--- config.mk ---
export PLATFORM = sky130hd
export DESIGN_NAME = feathered_mosaic_blend
export DESIGN_NICKNAME = d
export VERILOG_FILES = /design/src/sv/fmb_pkg.sv /design/src/sv/fmb_queue.sv /design/src/sv/fmb_front.sv /design/src/sv/fmb_back.sv /design/src/sv/feathered_mosaic_blend.sv
export VERILOG_INCLUDE_DIRS = /design/src /design/src/sv
export SDC_FILE = /design/constraint.sdc
export NUM_CORES = 2
export LEC_CHECK = 0
export ABC_AREA = 1
export BUFFER_PORTS_ARGS = -buffer_cell sky130_fd_sc_hd__buf_2
export CAP_MARGIN = 20
export CORE_UTILIZATION = 44
export DETAILED_ROUTE_END_ITERATION = 7
export GPL_ROUTABILITY_DRIVEN = 1
export MAX_ROUTING_LAYER = met4
export PLACE_DENSITY = 0.56
export SYNTH_ARGS = -nofsm -noshare
export SYNTH_HDL_FRONTEND = slang
export SYNTH_SLANG_ARGS = --single-unit
--- constraint.sdc ---
create_clock -name i_clk -period 10 [get_ports i_clk]
set_input_delay 1.5 -clock i_clk [delete_from_list [all_inputs] [get_ports i_clk]]
set_output_delay 1.5 -clock i_clk [all_outputs]
set_load 0.05 [all_outputs]
--- src/sv/feathered_mosaic_blend_macros.svh ---
// Assertion helpers shared by the RTL
`ifndef FEATHERED_MOSAIC_BLEND_MACROS_SVH
`define FEATHERED_MOSAIC_BLEND_MACROS_SVH

// same-cycle implication
`define FMB_ASSERT_IMP(label, clk, rst_n, ante, cons) \
    label: assert property (@(posedge clk) disable iff (!rst_n) (ante) |-> (cons)) \
        else $error("feathered_mosaic_blend: same-cycle check failed");

// next-cycle implication
`define FMB_ASSERT_NXT(label, clk, rst_n, ante, cons) \
    label: assert property (@(posedge clk) disable iff (!rst_n) (ante) |=> (cons)) \
        else $error("feathered_mosaic_blend: next-cycle check failed");

`endif

--- src/sv/fmb_pkg.sv ---
`timescale 1ns / 1ps

package fmb_pkg;

    localparam int COORD_W   = 25;
    localparam int PIX_W     = 16;
    localparam int SAMPLE_W  = 16;
    localparam int OVL_W     = 8;
    localparam int WEIGHT_W  = 17;            // Q1.16, 1.0 needs the 17th bit
    localparam int ACC_W     = 40;
    localparam int WSUM_W    = 24;
    localparam int FRAC_BITS = 8;

    localparam logic [FRAC_BITS-1:0] HALF_PIXEL = 8'h80;
    localparam logic [WEIGHT_W-1:0]  WEIGHT_ONE = 17'h10000;

    localparam logic signed [SAMPLE_W-1:0] SAMPLE_MAX = 16'sh7FFF;
    localparam logic signed [SAMPLE_W-1:0] SAMPLE_MIN = -16'sh8000;

    localparam int WDIV_STEPS = WEIGHT_W;     // weight quotient bits
    localparam int PDIV_STEPS = ACC_W;        // pixel quotient bits

    typedef enum logic [1:0] {
        CFG_OVERLAP_X    = 2'd0,
        CFG_OVERLAP_Y    = 2'd1,
        CFG_NODATA_EN    = 2'd2,
        CFG_NODATA_VALUE = 2'd3
    } t_cfg_idx;

    typedef struct packed {
        logic [OVL_W-1:0]           overlap_x;
        logic [OVL_W-1:0]           overlap_y;
        logic                       nodata_enable;
        logic signed [SAMPLE_W-1:0] nodata_value;
    } t_cfg;

    typedef struct packed {
        logic [WEIGHT_W-1:0]        weight;
        logic signed [SAMPLE_W-1:0] sample;
        logic                       last;
    } t_qentry;

endpackage

--- src/sv/fmb_queue.sv ---
`timescale 1ns / 1ps

module fmb_queue #(
    parameter int DEPTH = 4
) (
    input  logic             i_clk,
    input  logic             i_rst_n,
    input  logic             i_push,
    input  fmb_pkg::t_qentry i_data,
    output logic             o_full,
    input  logic             i_pop,
    output fmb_pkg::t_qentry o_data,
    output logic             o_empty
);

    localparam int AW = $clog2(DEPTH);
    localparam int CW = $clog2(DEPTH + 1);

    fmb_pkg::t_qentry r_mem [DEPTH];
    logic [AW-1:0]    r_wr, r_rd;
    logic [CW-1:0]    r_cnt;
    logic             do_push, do_pop;

    assign o_full  = (r_cnt == CW'(DEPTH));
    assign o_empty = (r_cnt == '0);
    assign o_data  = r_mem[r_rd];
    assign do_push = i_push && !o_full;
    assign do_pop  = i_pop && !o_empty;

    always_ff @(posedge i_clk) begin
        if (do_push) begin
            r_mem[r_wr] <= i_data;
        end
    end

    always_ff @(posedge i_clk) begin
        if (!i_rst_n) begin
            r_wr  <= '0;
            r_rd  <= '0;
            r_cnt <= '0;
        end else begin
            if (do_push) begin
                r_wr <= (r_wr == AW'(DEPTH - 1)) ? '0 : r_wr + 1'b1;
            end
            if (do_pop) begin
                r_rd <= (r_rd == AW'(DEPTH - 1)) ? '0 : r_rd + 1'b1;
            end
            if (do_push && !do_pop) begin
                r_cnt <= r_cnt + 1'b1;
            end else if (do_pop && !do_push) begin
                r_cnt <= r_cnt - 1'b1;
            end
        end
    end

endmodule

--- src/sv/fmb_front.sv ---
`timescale 1ns / 1ps

module fmb_front (
    input  logic                                     i_clk,
    input  logic                                     i_rst_n,
    input  fmb_pkg::t_cfg                            i_cfg,
    input  logic                                     i_push,
    output logic                                     o_full,
    input  logic [fmb_pkg::PIX_W-1:0]                i_pixel_x,
    input  logic [fmb_pkg::PIX_W-1:0]                i_pixel_y,
    input  logic signed [fmb_pkg::COORD_W-1:0]       i_valid_left,
    input  logic signed [fmb_pkg::COORD_W-1:0]       i_valid_top,
    input  logic signed [fmb_pkg::COORD_W-1:0]       i_valid_right,
    input  logic signed [fmb_pkg::COORD_W-1:0]       i_valid_bottom,
    input  logic signed [fmb_pkg::SAMPLE_W-1:0]      i_sample,
    input  logic                                     i_mask_valid,
    input  logic                                     i_last_source,
    output logic                                     o_q_push,
    output fmb_pkg::t_qentry                         o_q_data,
    input  logic                                     i_q_full
);

    typedef enum logic [5:0] {
        F_IDLE = 6'b000001,
        F_CALC = 6'b000010,
        F_MUL  = 6'b000100,
        F_ADDH = 6'b001000,
        F_DIV  = 6'b010000,
        F_PUSH = 6'b100000
    } t_fstate;

    t_fstate r_state, n_state;

    logic [fmb_pkg::PIX_W-1:0]           r_px, r_py;
    logic signed [fmb_pkg::COORD_W-1:0]  r_vl, r_vt, r_vr, r_vb;
    logic signed [fmb_pkg::SAMPLE_W-1:0] r_sample;
    logic                                r_mask, r_last;
    logic [16:0]                         r_w, r_h;
    logic [33:0]                         r_num;
    logic [17:0]                         r_den;
    logic [17:0]                         r_rem;
    logic [fmb_pkg::WEIGHT_W-1:0]        r_dvd;   // dividend bits, then quotient
    logic [4:0]                          r_cnt;

    // centre and window edges, 27 bits signed
    logic signed [26:0] cx, cy, vl, vt, vr, vb, ox, oy;
    logic signed [26:0] hi_x, lo_x, hi_y, lo_y;
    logic signed [27:0] span_w, span_h;
    logic               in_rect, hard_cut, area_pos;
    logic [34:0]        num_rnd;
    logic [18:0]        trial;
    logic               ge;

    always_comb begin
        cx = {3'b000, r_px, fmb_pkg::HALF_PIXEL};
        cy = {3'b000, r_py, fmb_pkg::HALF_PIXEL};
        vl = {{2{r_vl[24]}}, r_vl};
        vt = {{2{r_vt[24]}}, r_vt};
        vr = {{2{r_vr[24]}}, r_vr};
        vb = {{2{r_vb[24]}}, r_vb};
        ox = {11'b0, i_cfg.overlap_x, 8'b0};
        oy = {11'b0, i_cfg.overlap_y, 8'b0};
        in_rect  = (cx >= vl) && (cx < vr) && (cy >= vt) && (cy < vb);
        hard_cut = (i_cfg.overlap_x == '0) || (i_cfg.overlap_y == '0);
        hi_x = (vr < cx + ox) ? vr : cx + ox;
        lo_x = (vl > cx - ox) ? vl : cx - ox;
        hi_y = (vb < cy + oy) ? vb : cy + oy;
        lo_y = (vt > cy - oy) ? vt : cy - oy;
        span_w   = {hi_x[26], hi_x} - {lo_x[26], lo_x};
        span_h   = {hi_y[26], hi_y} - {lo_y[26], lo_y};
        area_pos = (span_w > 0) && (span_h > 0);
        // numerator plus half the box area, for round-to-nearest
        num_rnd = {1'b0, r_num} + {18'b0, r_den[17:1]};
        trial   = {r_rem, r_dvd[fmb_pkg::WEIGHT_W-1]};
        ge      = (trial >= {1'b0, r_den});
    end

    always_comb begin
        n_state = r_state;
        unique case (r_state)
            F_IDLE: if (i_push) n_state = F_CALC;
            F_CALC: begin
                if (!r_mask || hard_cut || !area_pos) n_state = F_PUSH;
                else n_state = F_MUL;
            end
            F_MUL:  n_state = F_ADDH;
            F_ADDH: n_state = F_DIV;
            F_DIV:  if (r_cnt == 5'd1) n_state = F_PUSH;
            F_PUSH: if (!i_q_full) n_state = F_IDLE;
            default: n_state = F_IDLE;
        endcase
    end

    always_ff @(posedge i_clk) begin
        if (!i_rst_n) begin
            r_state <= F_IDLE;
        end else begin
            r_state <= n_state;
        end
    end

    always_ff @(posedge i_clk) begin
        unique case (r_state)
            F_IDLE: begin
                r_px     <= i_pixel_x;
                r_py     <= i_pixel_y;
                r_vl     <= i_valid_left;
                r_vt     <= i_valid_top;
                r_vr     <= i_valid_right;
                r_vb     <= i_valid_bottom;
                r_sample <= i_sample;
                r_mask   <= i_mask_valid;
                r_last   <= i_last_source;
            end
            F_CALC: begin
                r_w <= span_w[16:0];
                r_h <= span_h[16:0];
                if (!r_mask || (!hard_cut && !area_pos)) begin
                    r_dvd <= '0;
                end else if (hard_cut) begin
                    r_dvd <= in_rect ? fmb_pkg::WEIGHT_ONE : '0;
                end
            end
            F_MUL: begin
                r_num <= r_w * r_h;
                r_den <= {16'(i_cfg.overlap_x) * 16'(i_cfg.overlap_y), 2'b00};
            end
            F_ADDH: begin
                // quotient is at most 1.0, so the high part is below the divisor
                r_rem <= num_rnd[34:17];
                r_dvd <= num_rnd[16:0];
                r_cnt <= 5'(fmb_pkg::WDIV_STEPS);
            end
            F_DIV: begin
                r_rem <= ge ? 18'(trial - {1'b0, r_den}) : trial[17:0];
                r_dvd <= {r_dvd[fmb_pkg::WEIGHT_W-2:0], ge};
                r_cnt <= r_cnt - 1'b1;
            end
            F_PUSH: ;
            default: ;
        endcase
    end

    assign o_full          = (r_state != F_IDLE);
    assign o_q_push        = (r_state == F_PUSH) && !i_q_full;
    assign o_q_data.weight = r_dvd;
    assign o_q_data.sample = r_sample;
    assign o_q_data.last   = r_last;

endmodule

--- src/sv/fmb_back.sv ---
`timescale 1ns / 1ps

module fmb_back (
    input  logic                                i_clk,
    input  logic                                i_rst_n,
    input  fmb_pkg::t_cfg                       i_cfg,
    input  fmb_pkg::t_qentry                    i_q_data,
    input  logic                                i_q_empty,
    output logic                                o_q_pop,
    output logic                                o_empty,
    input  logic                                i_pop,
    output logic signed [fmb_pkg::SAMPLE_W-1:0] o_pixel_value,
    output logic                                o_pixel_valid
);

    localparam int AW = fmb_pkg::ACC_W;
    localparam int WW = fmb_pkg::WSUM_W;

    typedef enum logic [6:0] {
        B_IDLE = 7'b0000001,
        B_MUL  = 7'b0000010,
        B_ADD  = 7'b0000100,
        B_FIN  = 7'b0001000,
        B_DIV  = 7'b0010000,
        B_RND  = 7'b0100000,
        B_OUT  = 7'b1000000
    } t_bstate;

    t_bstate r_state, n_state;

    logic [fmb_pkg::WEIGHT_W-1:0]        r_w;
    logic signed [fmb_pkg::SAMPLE_W-1:0] r_s;
    logic                                r_last;
    logic signed [33:0]                  r_prod;
    logic signed [AW-1:0]                r_acc;
    logic [WW-1:0]                       r_wsum;
    logic [WW-1:0]                       r_den;
    logic [WW-1:0]                       r_rem;
    logic [AW-1:0]                       r_dvd;   // magnitude, then quotient
    logic                                r_neg, r_zero;
    logic [5:0]                          r_cnt;
    logic                                r_out_full, r_out_valid;
    logic signed [fmb_pkg::SAMPLE_W-1:0] r_out_value;

    logic signed [AW:0]   acc_sum;
    logic [WW:0]          wsum_sum;
    logic [WW:0]          trial, twice_rem;
    logic                 ge, round_up;
    logic signed [fmb_pkg::SAMPLE_W-1:0] res_value;
    logic                 load_out;

    always_comb begin
        acc_sum   = {r_acc[AW-1], r_acc} + (AW+1)'(r_prod);
        wsum_sum  = {1'b0, r_wsum} + (WW+1)'(r_w);
        trial     = {r_rem, r_dvd[AW-1]};
        ge        = (trial >= {1'b0, r_den});
        twice_rem = {r_rem, 1'b0};
        // round half to even
        round_up  = (twice_rem > {1'b0, r_den}) || ((twice_rem == {1'b0, r_den}) && r_dvd[0]);
        if (r_zero) begin
            res_value = i_cfg.nodata_enable ? i_cfg.nodata_value : '0;
        end else if (r_neg) begin
            res_value = (r_dvd > AW'(32768)) ? fmb_pkg::SAMPLE_MIN
                                              : -$signed(r_dvd[fmb_pkg::SAMPLE_W-1:0]);
        end else begin
            res_value = (r_dvd > AW'(32767)) ? fmb_pkg::SAMPLE_MAX
                                              : $signed(r_dvd[fmb_pkg::SAMPLE_W-1:0]);
        end
    end

    assign load_out = (r_state == B_OUT) && !r_out_full;
    assign o_q_pop  = (r_state == B_IDLE) && !i_q_empty;

    always_comb begin
        n_state = r_state;
        unique case (r_state)
            B_IDLE: if (!i_q_empty) n_state = B_MUL;
            B_MUL:  n_state = B_ADD;
            B_ADD:  n_state = r_last ? B_FIN : B_IDLE;
            B_FIN:  n_state = (r_wsum == '0) ? B_OUT : B_DIV;
            B_DIV:  if (r_cnt == 6'd1) n_state = B_RND;
            B_RND:  n_state = B_OUT;
            B_OUT:  if (!r_out_full) n_state = B_IDLE;
            default: n_state = B_IDLE;
        endcase
    end

    always_ff @(posedge i_clk) begin
        if (!i_rst_n) begin
            r_state    <= B_IDLE;
            r_acc      <= '0;
            r_wsum     <= '0;
            r_out_full <= 1'b0;
        end else begin
            r_state <= n_state;
            if (r_state == B_ADD) begin
                // saturate on signed overflow
                if (acc_sum[AW] != acc_sum[AW-1]) begin
                    r_acc <= acc_sum[AW] ? {1'b1, {(AW-1){1'b0}}} : {1'b0, {(AW-1){1'b1}}};
                end else begin
                    r_acc <= acc_sum[AW-1:0];
                end
                r_wsum <= wsum_sum[WW] ? {WW{1'b1}} : wsum_sum[WW-1:0];
            end else if (r_state == B_FIN) begin
                r_acc  <= '0;
                r_wsum <= '0;
            end
            if (load_out) begin
                r_out_full <= 1'b1;
            end else if (i_pop) begin
                r_out_full <= 1'b0;
            end
        end
    end

    always_ff @(posedge i_clk) begin
        unique case (r_state)
            B_IDLE: begin
                r_w    <= i_q_data.weight;
                r_s    <= i_q_data.sample;
                r_last <= i_q_data.last;
            end
            B_MUL: r_prod <= r_s * $signed({1'b0, r_w});
            B_ADD: ;
            B_FIN: begin
                r_zero <= (r_wsum == '0);
                r_neg  <= r_acc[AW-1];
                r_dvd  <= r_acc[AW-1] ? AW'(-r_acc) : AW'(r_acc);
                r_den  <= r_wsum;
                r_rem  <= '0;
                r_cnt  <= 6'(fmb_pkg::PDIV_STEPS);
            end
            B_DIV: begin
                r_rem <= ge ? WW'(trial - {1'b0, r_den}) : trial[WW-1:0];
                r_dvd <= {r_dvd[AW-2:0], ge};
                r_cnt <= r_cnt - 1'b1;
            end
            B_RND: r_dvd <= r_dvd + AW'(round_up);
            B_OUT: begin
                if (!r_out_full) begin
                    r_out_value <= res_value;
                    r_out_valid <= !r_zero;
                end
            end
            default: ;
        endcase
    end

    assign o_empty       = !r_out_full;
    assign o_pixel_value = r_out_value;
    assign o_pixel_valid = r_out_valid;

endmodule

--- src/sv/feathered_mosaic_blend.sv ---
`timescale 1ns / 1ps
`include "feathered_mosaic_blend_macros.svh"

// Feathered mosaic blend. Push one item per source sample of an output pixel
// (position, source valid rectangle in 1/256 pixel, sample, mask, last flag);
// the item with last set yields one result: the weight-averaged value, rounded
// half to even and saturated, with pixel_valid low and nodata (or 0) when no
// source gave weight. An uncovered pixel still needs one item with its mask low.
// The front weight unit captures an item, weighs it and pushes it; in feathered
// mode (both overlaps nonzero) with the mask set and a positive clipped area it
// also multiplies, adds half the box area and runs a 17-step restoring divider
// that produces the Q1.16 weight, while hard-cut mode (either overlap zero) does
// not; full is high meanwhile, and stays high while the queue is full.
// The back accumulator multiplies and adds each item, and on the last item of
// a pixel goes on to a 40-step restoring divider, rounding and output load (only
// the output load when the weight sum is zero), while the front keeps weighing
// the next pixel's items into a FIFO_DEPTH-entry queue. One finished result is
// held until popped; the back stalls only if a second result is ready before
// the first is taken.
// Configuration writes are always ready and must only happen while idle.

module feathered_mosaic_blend #(
    parameter int FIFO_DEPTH = 4          // 2 and up
) (
    input  logic                                i_clk,
    input  logic                                i_rst_n,
    // configuration
    input  logic                                i_cfg_valid,
    output logic                                o_cfg_ready,
    input  logic [1:0]                          i_cfg_index,
    input  logic [15:0]                         i_cfg_data,
    // source items
    input  logic                                push,
    output logic                                full,
    input  logic [fmb_pkg::PIX_W-1:0]           i_pixel_x,
    input  logic [fmb_pkg::PIX_W-1:0]           i_pixel_y,
    input  logic signed [fmb_pkg::COORD_W-1:0]  i_valid_left,
    input  logic signed [fmb_pkg::COORD_W-1:0]  i_valid_top,
    input  logic signed [fmb_pkg::COORD_W-1:0]  i_valid_right,
    input  logic signed [fmb_pkg::COORD_W-1:0]  i_valid_bottom,
    input  logic signed [fmb_pkg::SAMPLE_W-1:0] i_sample,
    input  logic                                i_mask_valid,
    input  logic                                i_last_source,
    // results
    output logic                                empty,
    input  logic                                pop,
    output logic signed [fmb_pkg::SAMPLE_W-1:0] o_pixel_value,
    output logic                                o_pixel_valid
);

    fmb_pkg::t_cfg    r_cfg;
    fmb_pkg::t_qentry q_wdata, q_rdata;
    logic             q_push, q_full, q_pop, q_empty;

    // Register file: every transfer is taken at once.
    assign o_cfg_ready = 1'b1;

    always_ff @(posedge i_clk) begin
        if (!i_rst_n) begin
            r_cfg <= '0;
        end else if (i_cfg_valid) begin
            unique case (fmb_pkg::t_cfg_idx'(i_cfg_index))
                fmb_pkg::CFG_OVERLAP_X:    r_cfg.overlap_x     <= i_cfg_data[7:0];
                fmb_pkg::CFG_OVERLAP_Y:    r_cfg.overlap_y     <= i_cfg_data[7:0];
                fmb_pkg::CFG_NODATA_EN:    r_cfg.nodata_enable <= i_cfg_data[0];
                fmb_pkg::CFG_NODATA_VALUE: r_cfg.nodata_value  <= $signed(i_cfg_data);
                default: ;
            endcase
        end
    end

    // Front: captures an item and works out its weight.
    fmb_front u_front (
        .i_clk          (i_clk),
        .i_rst_n        (i_rst_n),
        .i_cfg          (r_cfg),
        .i_push         (push),
        .o_full         (full),
        .i_pixel_x      (i_pixel_x),
        .i_pixel_y      (i_pixel_y),
        .i_valid_left   (i_valid_left),
        .i_valid_top    (i_valid_top),
        .i_valid_right  (i_valid_right),
        .i_valid_bottom (i_valid_bottom),
        .i_sample       (i_sample),
        .i_mask_valid   (i_mask_valid),
        .i_last_source  (i_last_source),
        .o_q_push       (q_push),
        .o_q_data       (q_wdata),
        .i_q_full       (q_full)
    );

    // Weighted samples waiting for the accumulator.
    fmb_queue #(
        .DEPTH (FIFO_DEPTH)
    ) u_queue (
        .i_clk   (i_clk),
        .i_rst_n (i_rst_n),
        .i_push  (q_push),
        .i_data  (q_wdata),
        .o_full  (q_full),
        .i_pop   (q_pop),
        .o_data  (q_rdata),
        .o_empty (q_empty)
    );

    // Back: accumulates, divides at the end of a pixel, holds the result.
    fmb_back u_back (
        .i_clk         (i_clk),
        .i_rst_n       (i_rst_n),
        .i_cfg         (r_cfg),
        .i_q_data      (q_rdata),
        .i_q_empty     (q_empty),
        .o_q_pop       (q_pop),
        .o_empty       (empty),
        .i_pop         (pop),
        .o_pixel_value (o_pixel_value),
        .o_pixel_valid (o_pixel_valid)
    );

    // A weight never goes into a full queue.
    `FMB_ASSERT_IMP(a_no_push_full, i_clk, i_rst_n, q_push, !q_full)
    // Clipped area never exceeds the box, so weight stays within 1.0.
    `FMB_ASSERT_IMP(a_weight_range, i_clk, i_rst_n, q_push, q_wdata.weight <= fmb_pkg::WEIGHT_ONE)
    // The front is busy in the cycle after it takes a transfer.
    `FMB_ASSERT_NXT(a_busy_after_push, i_clk, i_rst_n, push && !full, full)

endmodule
Yosys cells after proc, flatten, opt, wreduce, memory -nomap -nowiden
Memories as Yosys holds them, arrays and structs flattened. A register that Yosys moved wholly into a read port is not among the register bits.
Index checks and enable logic that the tools add are counted.

operators by class
  add/subtract/negate cells = 20
  multiply operators = 3
  $lt $le $gt $ge = 15
  eq/ne operators = 31
  muxes and demuxes = 47
  bitwise logic cells = 1
  reduce and logical (&&, ||, !) cells = 47

operators by type and width
  cell                  number
  $mux 40               5
  $pmux 40 s3           1
  $mux 27               4
  $mux 24               4
  $mux 16               5
  $gt 28x1->1 const B   2
  $sub 27x27->28        2
  $lt 25x26->1          2
  $mux 17               3
  $pmux 17 s3           1
  $add 24x16->25        2
  $ge 25x25->1          2
  $gt 25x25->1          2
  $lt 25x25->1          2
  $sub 24x16->25        2
  $pmux 7 s7            1
  $pmux 24 s2           1
  $add 40x34->41        1
  $add 40x1->40         1
  $gt 40x15->1 const B  1
  $gt 40x16->1 const B  1
  $neg 40->40           1
  $pmux 18 s2           1
  $pmux 6 s6            1
  60 further kinds      116

word-level totals
  flip-flop bits (word level) = 539
  bits in writable memories = 136
  input bits = 173
  memories kept = 1

memories
  name           depth  width  read ports  clocked after memory_dff  wr ports  RTL line         text
  u_queue.r_mem  4      34     1           1                         1         fmb_queue.sv:19  fmb_pkg::t_qentry r_mem [DEPTH];

Logic depth before layout (Yosys ltp)
  word-level depth = 11
  depth in mapped cells = 53
  mapped depth without buffers = 51

Modules after synthesis
Synthesis repeated with hierarchy kept, for this count alone.

second synthesis, totals
  cells, all modules = 8500
  area, all modules = 67636.1 um^2

modules (own cells, without submodules)
  module                  times used  cells each  area an instance (um^2)  seq. area each (um^2)
  fmb_front               1           4156        33037.9                  8348.0
  fmb_back                1           3726        27450.1                  6876.6
  fmb_queue               1           401         5745.5                   4264.1
  feathered_mosaic_blend  1           217         1402.6                   660.6

Worst setup path before layout
Ideal clock, no wire load.

  path kind = reg-to-reg
  start point = register r_cfg[27] (netlist bit)
  end point = register u_front.r_dvd[0] (netlist bit) (enable)
  setup time = 0.391 ns
  data arrival time = 6.897 ns
  required time = 9.609 ns
  setup slack = 2.713 ns
  stages on the path, launching flop included = 45
  buffers on the path = 3
  clock period less this slack = 7.287 ns
  path through = dfxtp_1 > clkbuf_1 > inv_1 > ha_1 > inv_1 > nand3_1 > nand2_1 > a21oi_1 > o21bai_1 > a21oi_1 > o21ai_1 > nand2_1 > a21oi_1 > xor2_1 > ha_1 > nand2_1 > nor2_1 > nand2_1 > (+9 left out) > inv_1 > clkbuf_1 > nand2_1 > ha_1 > inv_1 > fa_1 > or2_2 > nor2_1 > nand3_1 > nor2_1 > nand3_1 > nor2_1 > nand2_1 > nor2_1 > nand3_1 > nand4_1 > nor2_1 > nor2_1

on the way
  word-level cells in the longest chain between the ends = 11

ends and longest elaborated chain
  item                                              RTL line                          text
  start: declaration                                feathered_mosaic_blend.sv:51      fmb_pkg::t_cfg r_cfg;
  $add 24x16->25 or $sub 24x16->25 (tied branches)  fmb_front.sv:65, fmb_front.sv:66
  $lt 25x26->1 or $gt 25x25->1 (tied branches)      fmb_front.sv:65, fmb_front.sv:66
  $mux 27, on equally long branches                 fmb_front.sv:65, fmb_front.sv:66
  $sub 27x27->28 *                                  fmb_front.sv:69                   span_w = {hi_x[26], hi_x} - {lo_x[26], lo_x};
  via u_front.span_w[1]                             fmb_front.sv:48                   logic signed [27:0] span_w, span_h;
  $gt 28x1->1 *                                     fmb_front.sv:71                   area_pos = (span_w > 0) && (span_h > 0);
  $logic_and 1x1->1 *                               fmb_front.sv:71
  $logic_not 1->1 *                                 fmb_front.sv:118                  if (!r_mask || (!hard_cut && !area_pos)) begin
  $logic_and 1x1->1 *                               fmb_front.sv:118
  $logic_or 1x1->1 *                                fmb_front.sv:118
  $ne 3x1->1 (no line) *                            -
  $reduce_and 2->1 (no line) *                      -
  end signal: assignment                            fmb_front.sv:121                  r_dvd <= in_rect ? fmb_pkg::WEIGHT_ONE : '0;
  end signal: assignment                            fmb_front.sv:131                  r_dvd <= num_rnd[16:0];
  end signal: assignment                            fmb_front.sv:136                  r_dvd <= {r_dvd[fmb_pkg::WEIGHT_W-2:0], ge};
  end: declaration                                  fmb_front.sv:42                   logic [fmb_pkg::WEIGHT_W-1:0] r_dvd;

The timed path passes the listed nets; every way through them passes the cells marked *.
A chain may end at the register's enable or synchronous reset.

Worst setup path after layout
  start point = register r_cfg[19] (netlist bit)
  end point = register u_front.r_dvd[7] (netlist bit) (enable)

on the way
  word-level cells in the longest chain between the ends = 11

ends and longest elaborated chain
  item                                              RTL line                          text
  $add 24x16->25 or $sub 24x16->25 (tied branches)  fmb_front.sv:67, fmb_front.sv:68
  $lt 25x26->1 or $gt 25x25->1 (tied branches)      fmb_front.sv:67, fmb_front.sv:68
  $mux 27, on equally long branches                 fmb_front.sv:67, fmb_front.sv:68
  $sub 27x27->28                                    fmb_front.sv:70                   span_h = {hi_y[26], hi_y} - {lo_y[26], lo_y};
  $gt 28x1->1                                       fmb_front.sv:71
  $logic_and 1x1->1                                 fmb_front.sv:71
  $logic_not 1->1                                   fmb_front.sv:118
  $logic_and 1x1->1                                 fmb_front.sv:118
  $logic_or 1x1->1                                  fmb_front.sv:118
  $ne 3x1->1 (no line) *                            -
  $reduce_and 2->1 (no line) *                      -

Mark *: on every way between the ends. The rest lies on a longest branch, timed or not.

==> flow_metrics.tcl <==
set metrics [dict create \
    grt.total_usage_pct 25.9 \
    num_rows 141 \
    synth_fp_nets 9313 \
    drv_slew 0 \
    syn_area_mm2 0.0656 \
    io_buffer_count 191 \
    wl_met2_um 93800 \
    via_per_inst 5.22 \
    ys_seq_area_share_pct 30.6 \
    ff_latch_area_mm2 0.0201 \
    start_kind "flip-flop" \
    pin_count 193 \
    grt_pass1_vias 52700 \
    ctsLongestPathBuffers 3 \
    ys_top_cells_by_area "edfxtp_1 (27%), fa_1 (15%), ha_1 (12%), nand2_1 (10%), inv_1 (9.0%)" \
    cp_top_family "simple AND/OR/NAND/NOR gates" \
    met3_length_um 7690 \
    drive_gt1_share_pct 5.88 \
    max-cap-violations 0 \
    synth_top_area_share_pct 27.0 \
    skew_ns 0.0335 \
    cp_max_fo 32 \
    synth_top_area_cell "edfxtp_1" \
    clockRootBuffer "clkbuf_16" \
    vias 52800 \
    final-hold-violation-count 0 \
    synth_ff_type "edfxtp_1" \
    cts_tree "done" \
    fin_nets 9374 \
    syn_area_per_cell_um2 8.16 \
    multiInputGateArea_mm2 0.0386 \
    cts_buffers 83 \
    ant_nets 0 \
    crit_buf_inv 5 \
    crit_path_end_kind "flip-flop" \
    wl_um 190000 \
    worstPathRequired_ns 10.35 \
    cp.arrival_ns 8.76 \
    ys_types 69 \
    setup_tns_ns 0 \
    cp.depth 47 \
    hold_path_class "flip-flop to flip-flop" \
    r2r_setup_slack_ns 1.59 \
    drcViolationCount 0 \
    yosys_warnings 0 \
    dieArea_mm2 0.151 \
    met1_length_um 82000 \
    critPathMostFrequentCell "nand2_1" \
    core_area_mm2 0.148 \
    min_delay_path_depth 2 \
    top_layer "met4" \
    ys_seq_elements 709 \
    syn_inst 8049 \
    setup_violations 0 \
    post_cts_resized 0 \
    postCtsSetupRepairBufs 0 \
    grt_pass1_wl_um 297000 \
    cp_slowest_cell "inv_1" \
    worst_path_largest_cell_delay_ns 0.71 \
    worst_pin_slew_ns 1.23 \
    die_width_um 388 \
    areaGrowthSynthToFinish_pct 8.57 \
    holdBufCountCts 0 \
    clkLatencyLatePin_ns 0.69 \
    grt_antenna_before_repair 3 \
    grt_overflow 0 \
    hpwl_um 148000 \
    cts_max_level 3 \
    rsz0062_at_grt "false" \
    die_h_um 388 \
    period_share_pct 84.1 \
    first_pass_iters 6 \
    drt-initial-drc-count 3041 \
    max_freq_ghz 0.119 \
    relSlewSlack_pct 18.2 \
    r2r_cells 47 \
    initial_utilization_pct 44.4 \
    wl_per_cell_um 18.8 \
    finalCriticalPeriod_ns 8.41 \
    grt_max_degree 78 \
    clock-sinks 709 \
    status "complete, no violations" \
    synth_edf_count 591 \
    place.gp.congestion 0.962 \
    path_clk_slew_ns 0.06 \
    path_class "flip-flop to flip-flop" \
    synthArstFlopShare_pct 0 \
    fillCellCount 14500 \
]
per-stage QoR:
| stage | hold WS (ns) | worst slack, ns | cells | area, um^2 | utilization (%) |
|---|---|---|---|---|---|
| 3_5_place_dp | 0.441 | 1.78 | 9951 | 68400 | 46.2 |
| 4_1_cts | 0.449 | 1.72 | 10100 | 71200 | 48.2 |
| 5_1_grt | 0.460 | 0.884 | 10100 | 71300 | 48.2 |
| 6_report | 0.449 | 1.59 | 10100 | 71300 | 48.2 |
| 3_3_place_gp | 0.436 | 1.82 | 9951 | 68400 | 46.2 |
| 2_1_floorplan | 0.424 | 2.71 | 8049 | 65600 | - |
layout by cell type, fill, tap and decap left out, types with 7 or more instances in the layout:
master / n
and2_1: 7
inv_1: 1578
xor2_1: 178
nand4_1: 82
o21ai_2: 15
buf_4: 44
buf_2: 191
nor2_1: 490
o21bai_1: 23
nor3_2: 7
clkinv_1: 15
ha_1: 611
dfxtp_1: 117
nor4_1: 39
nand2_1: 1836
o221ai_1: 27
edfxtp_1: 591
nor2_4: 11
nor3_1: 92
o22ai_1: 36
fa_1: 480
a31oi_1: 29
a21o_1: 23
and3_1: 9
nand3_1: 232
a21oi_1: 490
a211oi_1: 12
clkbuf_16: 85
a21oi_2: 12
o31ai_1: 9
o21ai_1: 55
clkinv_2: 13
or2_2: 27
clkbuf_1: 9
o21ai_0: 444
bufinv_16: 10
nand3b_1: 24
xnor2_1: 73
o211ai_1: 31
sequential cells by signal (all words and copies together) (netlist names), 18 cells and up:
name,flops
r_cfg,33
u_front.r_vl,25
u_back.r_acc,40
u_front.r_vr,25
u_queue.r_mem,136
u_front.r_num,34
u_back.r_prod,34
u_back.r_den,24
u_front.r_vt,25
u_back.r_rem,24
u_back.r_dvd,40
u_back.r_wsum,24
u_front.r_vb,25
u_front.r_rem,18
synth_stat cells (all sizes together) (83+ instances only):
cell	count
xor2	180
ha	611
clkbuf	238
nand2	1841
o21ai	514
a21oi	502
dfxtp	118
fa	480
edfxtp	591
inv	1585
nand3	239
nor3	99
nor2	507
nand4	83
kinds of logic after synthesis:
family / count (synthesis) / share of synthesized area [%]
adders and majority gates: 1091 / 26.3
buffers and inverters: 1850 / 10.7
DFF: 709 / 30.6
other: 1 / 0.00571
and+or+nand+nor: 2885 / 18.3
AOI/OAI and AO/OA: 1260 / 10.7
xor gates and xnor gates: 253 / 3.40
tightest hold or removal path: stages (launching register included):
cell and delay (ns):
dfxtp_1 0.30, inv_1 0.05, a21oi_1 0.05
final cells by class:
type                    count  area share (%)
well taps                1930            3.39
inverters                1587            8.37
clock inverters            53           0.851
repair buffers            239            1.92
diodes                      1         0.00351
multi-input cells        5490            54.1
flip-flops and latches    709            28.2
clock buffers              98            3.11
per-layer routing:
metal,up-vias,track usage [%]
met5,-,-
li1,26000,-
met1,25200,32.3
met4,0,8.11
met3,319,2.54
met2,1201,44.3
final timing paths:
| check | start | to |
|---|---|---|
| min | r_cfg[5] | r_cfg[5] |
| max | r_cfg[19] | u_front.r_dvd[7] |
| max reg2reg | r_cfg[19] | u_front.r_dvd[7] |
| min reg2reg | r_cfg[5] | r_cfg[5] |
Power is not shown: default switching activity piles up to over one toggle a cycle in this logic, so the estimate is an artifact.
